File: config.mk
export PLATFORM = sky130hd
export DESIGN_NAME = calendar_date_arithmetic
export DESIGN_NICKNAME = d
export VERILOG_FILES = /design/src/sv/cda_pkg.sv /design/src/sv/cda_date_pipe.sv /design/src/sv/calendar_date_arithmetic.sv
export SDC_FILE = /design/constraint.sdc
export NUM_CORES = 2
export LEC_CHECK = 0
export ABC_CLOCK_PERIOD_IN_PS = 7420
export BUFFER_PORTS_ARGS = -buffer_cell sky130_fd_sc_hd__buf_2
export CAP_MARGIN = 20
export CORE_MARGIN = 4
export CORE_UTILIZATION = 50
export CTS_BUF_LIST = sky130_fd_sc_hd__clkbuf_16
export DETAILED_ROUTE_END_ITERATION = 8
export PLACE_DENSITY = 0.66
export SLEW_MARGIN = 25
export SYNTH_ARGS = -nofsm -noshare
export SYNTH_HDL_FRONTEND = slang
export SYNTH_SLANG_ARGS = --single-unit
File: constraint.sdc
create_clock -name clk_i -period 7.42 [get_ports clk_i]
set_input_delay 0.742 -clock clk_i [delete_from_list [all_inputs] [get_ports clk_i]]
set_output_delay 0.742 -clock clk_i [all_outputs]
set_load 0.01 [all_outputs]
File: src/sv/cda_pkg.sv
`timescale 1ns / 1ps
`default_nettype none
// ----------------------------------------------------------------------------
// cda_pkg
// Shared types, constants and calendar tables for the date arithmetic block.
// ----------------------------------------------------------------------------
package cda_pkg;

  localparam int unsigned DayW   = 5;
  localparam int unsigned MonW   = 4;
  localparam int unsigned YearW  = 14;
  localparam int unsigned CountW = 23;
  localparam int unsigned DistW  = 22;
  localparam int unsigned DbmW   = 9;
  localparam int unsigned QuotW  = 8;
  localparam int unsigned ProdW  = 27;

  localparam int unsigned InDataW  = 48;
  localparam int unsigned OutDataW = 56;

  // Division by 100 for values below 2^14 as a reciprocal multiply.
  localparam logic [12:0] Recip100   = 13'd5243;
  localparam int unsigned RecipShift = 19;

  localparam logic [1:0] OrdEqual   = 2'b00;
  localparam logic [1:0] OrdLater   = 2'b01;
  localparam logic [1:0] OrdEarlier = 2'b11;

  localparam logic [MonW-1:0] MonFeb = 4'd2;
  localparam logic [MonW-1:0] MonMar = 4'd3;
  localparam logic [MonW-1:0] MonApr = 4'd4;
  localparam logic [MonW-1:0] MonJun = 4'd6;
  localparam logic [MonW-1:0] MonSep = 4'd9;
  localparam logic [MonW-1:0] MonNov = 4'd11;
  localparam logic [MonW-1:0] MonDec = 4'd12;

  localparam logic [DistW-1:0] DistMax = '1;

  typedef struct packed {
    logic s1;
    logic s2;
    logic s3;
  } stage_en_t;

  typedef struct packed {
    logic [CountW-1:0] count;
    logic              ok;
    logic [DayW-1:0]   len;
    logic [DayW-1:0]   day;
    logic [MonW-1:0]   month;
    logic [YearW-1:0]  year;
  } date_info_t;

  function automatic logic [DbmW-1:0] days_before(input logic [MonW-1:0] m);
    logic [DbmW-1:0] r;
    case (m)
      4'd0:    r = 9'd0;
      4'd1:    r = 9'd0;
      4'd2:    r = 9'd31;
      4'd3:    r = 9'd59;
      4'd4:    r = 9'd90;
      4'd5:    r = 9'd120;
      4'd6:    r = 9'd151;
      4'd7:    r = 9'd181;
      4'd8:    r = 9'd212;
      4'd9:    r = 9'd243;
      4'd10:   r = 9'd273;
      4'd11:   r = 9'd304;
      4'd12:   r = 9'd334;
      4'd13:   r = 9'd365;
      4'd14:   r = 9'd396;
      4'd15:   r = 9'd427;
      default: r = 9'd0;
    endcase
    return r;
  endfunction

  function automatic logic [DayW-1:0] month_len(input logic [MonW-1:0] m, input logic leap);
    logic [DayW-1:0] r;
    if (m == MonApr || m == MonJun || m == MonSep || m == MonNov) begin
      r = 5'd30;
    end else if (m == MonFeb) begin
      r = leap ? 5'd29 : 5'd28;
    end else begin
      r = 5'd31;
    end
    return r;
  endfunction

endpackage
`default_nettype wire

File: src/sv/cda_date_pipe.sv
`timescale 1ns / 1ps
`default_nettype none
// ----------------------------------------------------------------------------
// cda_date_pipe
// Three-stage pipeline that turns one date into its day count, its month
// length and a validity flag.
// ----------------------------------------------------------------------------
module cda_date_pipe #(
  parameter int unsigned MAX_YEAR = 9999
) (
  input  logic                             clk_i,
  input  cda_pkg::stage_en_t               en_i,
  input  logic [cda_pkg::DayW-1:0]         day_i,
  input  logic [cda_pkg::MonW-1:0]         month_i,
  input  logic [cda_pkg::YearW-1:0]        year_i,
  output cda_pkg::date_info_t              info_o
);
  import cda_pkg::*;

  localparam logic [15:0] MaxYear = 16'(MAX_YEAR);

  logic [YearW-1:0]  n_s0;
  logic [ProdW-1:0]  prod_n;
  logic [ProdW-1:0]  prod_y;

  logic [DayW-1:0]   day1_q;
  logic [MonW-1:0]   mon1_q;
  logic [YearW-1:0]  year1_q;
  logic [YearW-1:0]  n1_q;
  logic [QuotW-1:0]  qn1_q;
  logic [QuotW-1:0]  qy1_q;

  logic [YearW-1:0]  rem100;
  logic              leap;
  logic [DayW-1:0]   len_s1;
  logic [CountW-1:0] ydays_s1;
  logic [DbmW-1:0]   dbm_s1;
  logic              ok_s1;

  logic [DayW-1:0]   day2_q;
  logic [MonW-1:0]   mon2_q;
  logic [YearW-1:0]  year2_q;
  logic [CountW-1:0] ydays2_q;
  logic [DbmW-1:0]   dbm2_q;
  logic [DayW-1:0]   len2_q;
  logic              ok2_q;

  // Stage 1: years before this one and the quotients by 100.
  assign n_s0   = (year_i == '0) ? '0 : year_i - 14'd1;
  assign prod_n = ProdW'(n_s0) * ProdW'(Recip100);
  assign prod_y = ProdW'(year_i) * ProdW'(Recip100);

  always_ff @(posedge clk_i) begin
    if (en_i.s1) begin
      day1_q  <= day_i;
      mon1_q  <= month_i;
      year1_q <= year_i;
      n1_q    <= n_s0;
      qn1_q   <= prod_n[RecipShift +: QuotW];
      qy1_q   <= prod_y[RecipShift +: QuotW];
    end
  end

  // Stage 2: leap rule, whole-year days, days before the month and validity.
  assign rem100   = year1_q - YearW'(qy1_q) * YearW'(100);
  assign leap     = ((year1_q[1:0] == 2'b00) && (rem100 != '0)) ||
                    ((rem100 == '0) && (qy1_q[1:0] == 2'b00));
  assign len_s1   = month_len(mon1_q, leap);
  assign ydays_s1 = CountW'(n1_q) * CountW'(365) + CountW'(n1_q >> 2)
                  - CountW'(qn1_q) + CountW'(qn1_q >> 2);
  assign dbm_s1   = days_before(mon1_q) + DbmW'((mon1_q >= MonMar) && leap);
  assign ok_s1    = (year1_q != '0) && ({2'b00, year1_q} <= MaxYear) &&
                    (mon1_q != '0) && (mon1_q <= MonDec) &&
                    (day1_q != '0) && (day1_q <= len_s1);

  always_ff @(posedge clk_i) begin
    if (en_i.s2) begin
      day2_q   <= day1_q;
      mon2_q   <= mon1_q;
      year2_q  <= year1_q;
      ydays2_q <= ydays_s1;
      dbm2_q   <= dbm_s1;
      len2_q   <= len_s1;
      ok2_q    <= ok_s1;
    end
  end

  // Stage 3: total day count.
  always_ff @(posedge clk_i) begin
    if (en_i.s3) begin
      info_o.count <= ydays2_q + CountW'(dbm2_q) + CountW'(day2_q);
      info_o.ok    <= ok2_q;
      info_o.len   <= len2_q;
      info_o.day   <= day2_q;
      info_o.month <= mon2_q;
      info_o.year  <= year2_q;
    end
  end

endmodule
`default_nettype wire

File: src/sv/calendar_date_arithmetic.sv
`timescale 1ns / 1ps
`default_nettype none
// ----------------------------------------------------------------------------
// calendar_date_arithmetic
// Checks two Gregorian dates, orders them, gives their distance in days and
// the date after the first one.
//
//   Bus      Dir   Width  Contents
//   s_axis   in    48     day_a, month_a, year_a, day_b, month_b, year_b
//   m_axis   out   56     valid_a, valid_b, order, day_distance, next_day,
//                         next_month, next_year
//
// One beat enters per cycle while the output is not stalled.
// The four stages are the quotient multiplies, the leap and year sums,
// the day count sum, and the distance with the next date.
// Each stage moves on when it is empty or the stage after it moves, so
// bubbles fill and a stall holds every beat in place.
// Reset clears the stage valid bits only.
// ----------------------------------------------------------------------------
module calendar_date_arithmetic #(
  parameter int unsigned MAX_YEAR = 9999
) (
  input  logic                            clk_i,
  input  logic                            rst_ni,
  input  logic                            s_axis_tvalid,
  output logic                            s_axis_tready,
  // day_a, month_a, year_a, day_b, month_b, year_b, zero pad
  input  logic [cda_pkg::InDataW-1:0]     s_axis_tdata,
  output logic                            m_axis_tvalid,
  input  logic                            m_axis_tready,
  // valid_a, valid_b, order, day_distance, next_day, next_month, next_year, zero pad
  output logic [cda_pkg::OutDataW-1:0]    m_axis_tdata
);
  import cda_pkg::*;

  logic [DayW-1:0]    day_a;
  logic [MonW-1:0]    mon_a;
  logic [YearW-1:0]   year_a;
  logic [DayW-1:0]    day_b;
  logic [MonW-1:0]    mon_b;
  logic [YearW-1:0]   year_b;

  logic               v1_q, v2_q, v3_q, v4_q;
  logic               rdy1, rdy2, rdy3, rdy4;
  stage_en_t          en;

  logic [22:0]        key_a, key_b;
  logic [1:0]         ord_s0;
  logic [1:0]         ord1_q, ord2_q, ord3_q;

  date_info_t         info_a, info_b;

  logic [CountW-1:0]  diff;
  logic [DistW-1:0]   dist_s3;
  logic [DayW-1:0]    nd_s3;
  logic [4:0]         nm_s3;
  logic [YearW-1:0]   ny_s3;

  logic               valid_a_q, valid_b_q;
  logic [1:0]         order_q;
  logic [DistW-1:0]   dist_q;
  logic [DayW-1:0]    nd_q;
  logic [4:0]         nm_q;
  logic [YearW-1:0]   ny_q;

  assign day_a  = s_axis_tdata[4:0];
  assign mon_a  = s_axis_tdata[8:5];
  assign year_a = s_axis_tdata[22:9];
  assign day_b  = s_axis_tdata[27:23];
  assign mon_b  = s_axis_tdata[31:28];
  assign year_b = s_axis_tdata[45:32];

  assign rdy4 = !v4_q || m_axis_tready;
  assign rdy3 = !v3_q || rdy4;
  assign rdy2 = !v2_q || rdy3;
  assign rdy1 = !v1_q || rdy2;

  assign en.s1 = rdy1;
  assign en.s2 = rdy2;
  assign en.s3 = rdy3;

  assign s_axis_tready = rdy1;

  always_ff @(posedge clk_i or negedge rst_ni) begin
    if (!rst_ni) begin
      v1_q <= 1'b0;
      v2_q <= 1'b0;
      v3_q <= 1'b0;
      v4_q <= 1'b0;
    end else begin
      if (rdy1) v1_q <= s_axis_tvalid;
      if (rdy2) v2_q <= v1_q;
      if (rdy3) v3_q <= v2_q;
      if (rdy4) v4_q <= v3_q;
    end
  end

  assign key_a  = {year_a, mon_a, day_a};
  assign key_b  = {year_b, mon_b, day_b};
  assign ord_s0 = (key_a == key_b) ? OrdEqual : ((key_a > key_b) ? OrdLater : OrdEarlier);

  always_ff @(posedge clk_i) begin
    if (rdy1) ord1_q <= ord_s0;
    if (rdy2) ord2_q <= ord1_q;
    if (rdy3) ord3_q <= ord2_q;
  end

  cda_date_pipe #(
    .MAX_YEAR (MAX_YEAR)
  ) u_pipe_a (
    .clk_i   (clk_i),
    .en_i    (en),
    .day_i   (day_a),
    .month_i (mon_a),
    .year_i  (year_a),
    .info_o  (info_a)
  );

  cda_date_pipe #(
    .MAX_YEAR (MAX_YEAR)
  ) u_pipe_b (
    .clk_i   (clk_i),
    .en_i    (en),
    .day_i   (day_b),
    .month_i (mon_b),
    .year_i  (year_b),
    .info_o  (info_b)
  );

  assign diff    = (info_a.count > info_b.count) ? info_a.count - info_b.count
                                                 : info_b.count - info_a.count;
  assign dist_s3 = diff[CountW-1] ? DistMax : diff[DistW-1:0];

  always_comb begin
    if (info_a.day < info_a.len) begin
      nd_s3 = info_a.day + 5'd1;
      nm_s3 = {1'b0, info_a.month};
      ny_s3 = info_a.year;
    end else if (info_a.month == MonDec) begin
      nd_s3 = 5'd1;
      nm_s3 = 5'd1;
      ny_s3 = info_a.year + 14'd1;
    end else begin
      nd_s3 = 5'd1;
      nm_s3 = {1'b0, info_a.month} + 5'd1;
      ny_s3 = info_a.year;
    end
  end

  always_ff @(posedge clk_i) begin
    if (rdy4) begin
      valid_a_q <= info_a.ok;
      valid_b_q <= info_b.ok;
      order_q   <= ord3_q;
      dist_q    <= dist_s3;
      nd_q      <= nd_s3;
      nm_q      <= nm_s3;
      ny_q      <= ny_s3;
    end
  end

  assign m_axis_tvalid = v4_q;
  assign m_axis_tdata  = {6'b0, ny_q, nm_q, nd_q, dist_q, order_q, valid_b_q, valid_a_q};

endmodule
`default_nettype wire

==> impl_results.md <==
- Status: finished clean
- Initial antenna violation count: 3
- GPL Wtd Cong: 0.926
- Worst-Margin Slew: 0.986 ns
- Residual DRC count: 0
- Global Route Usage Sum: 19.7%
- Slowest stage delay, CP: 0.55 ns
- # resized after CTS: 0
- Routed Antenna Nets: 0
- Layout area overhead: 8.76%
- Total grt overflow: 0
- Die W: 293 um
- Clock Tree Buf Depth: 3
- Clock transition at the registers of the reported paths: 0.06 ns
- R2R Setup Slk: 1.61 ns
- Fillcell total: 7083
- Final worst path period need: 6.72 ns
- Hold_sp: s_axis_tvalid
- Final Cycle Share: 90.6%
- Synth top area share: 24.5%
- Cells after synthesis: 3773
- Core Util, Final: 54.8%
- Worst-skew pair later-pin latency: 0.59 ns
- Max-Slew Margin vs Limit: 32.4%
- Worst hold path stage count: 2
- RSZ-0062 raised after global routing: false
- R2R Path Start: u_pipe_b.n1_q[5]
- R2R depth: 19
- Core area: 80400 sq um
- Num CTS Buffers: 43
- Synthesis-stage register bit count: 353
- CTS tree: yes
- Drt total wl: 81.9 mm
- Final net count: 5220
- Number of synthesized flops with an enable pin: 331
- Htree depth: 2
- FP Rows: 104
- Worst Hold End: v1_q
- DRT iter0 DRCs: 1275
- Slowest-stage cell, CP: fa_1
- First-pass GRT wire length: 136 mm
- Hold Vio Cnt, Final: 0
- Clk root buf: clkbuf_16
- Worst Hold Slack: 0.347 ns
- Commonest cells after routing, fill and taps aside: inv_1, ha_1, fa_1, edfxtp_1, xnor2_1
- Initial Utilization: 50.4%
- Crit end category: flop
- Commonest non-fill, non-tap cell in the layout: inv_1
- Post-synthesis sequential area ratio: 25.7%
- Syn avg cell area: 10.7 sq um
- Setup crit start kind: primary input
- Area after DPL: 42600 sq um
- Bufs and invs on worst path: 6
- Pin count of the biggest net entering global routing: 73
- Max-cap violations: 0
- Post-synth ARST share: 1.13%
- Number of max-slew violations in the final report: 0
- CTS Sinks: 353
- Detailed-route vias per instance: 5.08
- Die extent in y: 293 um
- Critical Path Fanout Max: 5
- Yosys top cell by area: edfxtp_1
- Reg2Reg Capture Point: u_pipe_b.ydays2_q[21]
- Synth warn: 0
- Fmax: 149 MHz
- DP HPWL: 69.9 mm
- Top FF cell, synth: edfxtp_1
- Ports: 110
- Vias in the first global route: 26653
- DR vias: 25585
- Die area: 85600 sq um
- Hold Path Class: primary input to flop
- Clock skew: 0.0350 ns
- Drt first pass iters: 5
- Drt wl/cell: 16.2 um
- Port bufs: 101
- Worst setup path category: primary input to flop
- Final instance area: 44100 sq um
- CP top delay family: adder cells
- Data arrival, critical path: 7.04 ns
- Library cells used by synthesis: 84
- Worst Path Required: 7.74 ns
- Fraction of layout cells with a size suffix above 1: 7.32%
- Synth area leaders: edfxtp_1, ha_1, fa_1
- Setup TNS Final: 0 ns
- Final setup violation count: 0
- Synth Cell Area: 40500 sq um
-- final cells by class --
class / instances / area (sq um) / area share (%)
Multi-Input combinational cell: 2456 / 26400 / 60.0
Clock buffer: 44 / 1100 / 2.50
Timing Repair Buffer: 155 / 933 / 2.12
Antenna cell: 3 / 7.51 / 0.0170
Clock inverter: 34 / 328 / 0.744
Sequential cell: 353 / 10400 / 23.6
Tap cell: 1060 / 1330 / 3.01
Inverter: 936 / 3510 / 7.97
-- kinds of logic after synthesis --
group / synth area share (%)
compound gates: 7.02
xor+xnor: 4.61
fa+ha+maj: 45.7
buf+inv: 9.16
flops: 25.7
mux: 1.07
other cells: 0.00926
simple gates: 6.72
-- repair_timing --
item                                   in CTS  in global routing
buffers inserted                            0                  0
endpoints found under the hold margin       4                  0
hold buffers                                1                  0
-- worst register-to-register path, cell delays in order, from the launching register on --
cell	delay, ns
edfxtp_1	0.59
inv_1	0.15
ha_1	0.34
fa_1	0.49
inv_1	0.06
fa_1	0.55
inv_1	0.05
fa_1	0.39
fa_1	0.52
inv_1	0.04
ha_1	0.35
a21o_1	0.20
a21o_1	0.17
a21o_1	0.18
o41ai_1	0.36
o21ai_1	0.16
or4_1	0.44
a31o_2	0.25
a21oi_1	0.17
xnor2_1	0.08
-- flip-flops by register name, indices dropped and copies added (netlist names), 8 cells and up, named ones only --
register	cells
dist_q	22
ny_q	14
u_pipe_a.dbm2_q	9
u_pipe_a.info_o	49
u_pipe_a.n1_q	14
u_pipe_a.qn1_q	8
u_pipe_a.qy1_q	8
u_pipe_a.ydays2_q	23
u_pipe_a.year1_q	14
u_pipe_a.year2_q	14
u_pipe_b.dbm2_q	9
u_pipe_b.info_o	24
u_pipe_b.n1_q	14
u_pipe_b.qn1_q	8
u_pipe_b.qy1_q	8
u_pipe_b.ydays2_q	23
u_pipe_b.year1_q	14
-- synth_stat cells (38+ instances only) --
cell / number
a21o_1: 59
a21oi_1: 136
edfxtp_1: 331
fa_1: 430
ha_1: 793
inv_1: 936
nand2_1: 132
nand3_1: 62
nand4_1: 38
nor2_1: 107
o21ai_0: 87
xnor2_1: 138
xor2_1: 68
-- layer usage --
| metal | track usage, % | part of all wire (%) | vias to the layer above |
|---|---|---|---|
| li1 | - | - | 12712 |
| met1 | 27.2 | 47 | 12321 |
| met2 | 32.6 | 46 | 446 |
| met3 | 2.96 | 4.4 | 106 |
| met4 | 5.06 | 2.5 | 0 |
| met5 | 0 | 0 | - |
-- how the worst max path moves through the flow --
stage / from / end / depth (start not counted)
2_1_floorplan: s_axis_tdata[34] / u_pipe_b.qn1_q[7] / 28
3_3_place_gp: s_axis_tdata[13] / u_pipe_a.qn1_q[7] / 28
3_5_place_dp: s_axis_tdata[34] / u_pipe_b.qn1_q[7] / 28
4_1_cts: s_axis_tdata[34] / u_pipe_b.qn1_q[7] / 28
5_1_grt: s_axis_tdata[10] / u_pipe_a.qn1_q[7] / 31
6_report: s_axis_tdata[34] / u_pipe_b.qn1_q[7] / 28
-- through the flow --
stage	cells	setup slack [ns]
2_1_floorplan	3778	0.527
3_3_place_gp	4958	0.214
3_5_place_dp	4959	0.136
6_report	5041	0.699
5_1_grt	5039	0.166
4_1_cts	5038	0.695
Power is left out: the tool's default activity adds up to more than one toggle a clock period on the data nets, which glitch-free logic cannot reach.
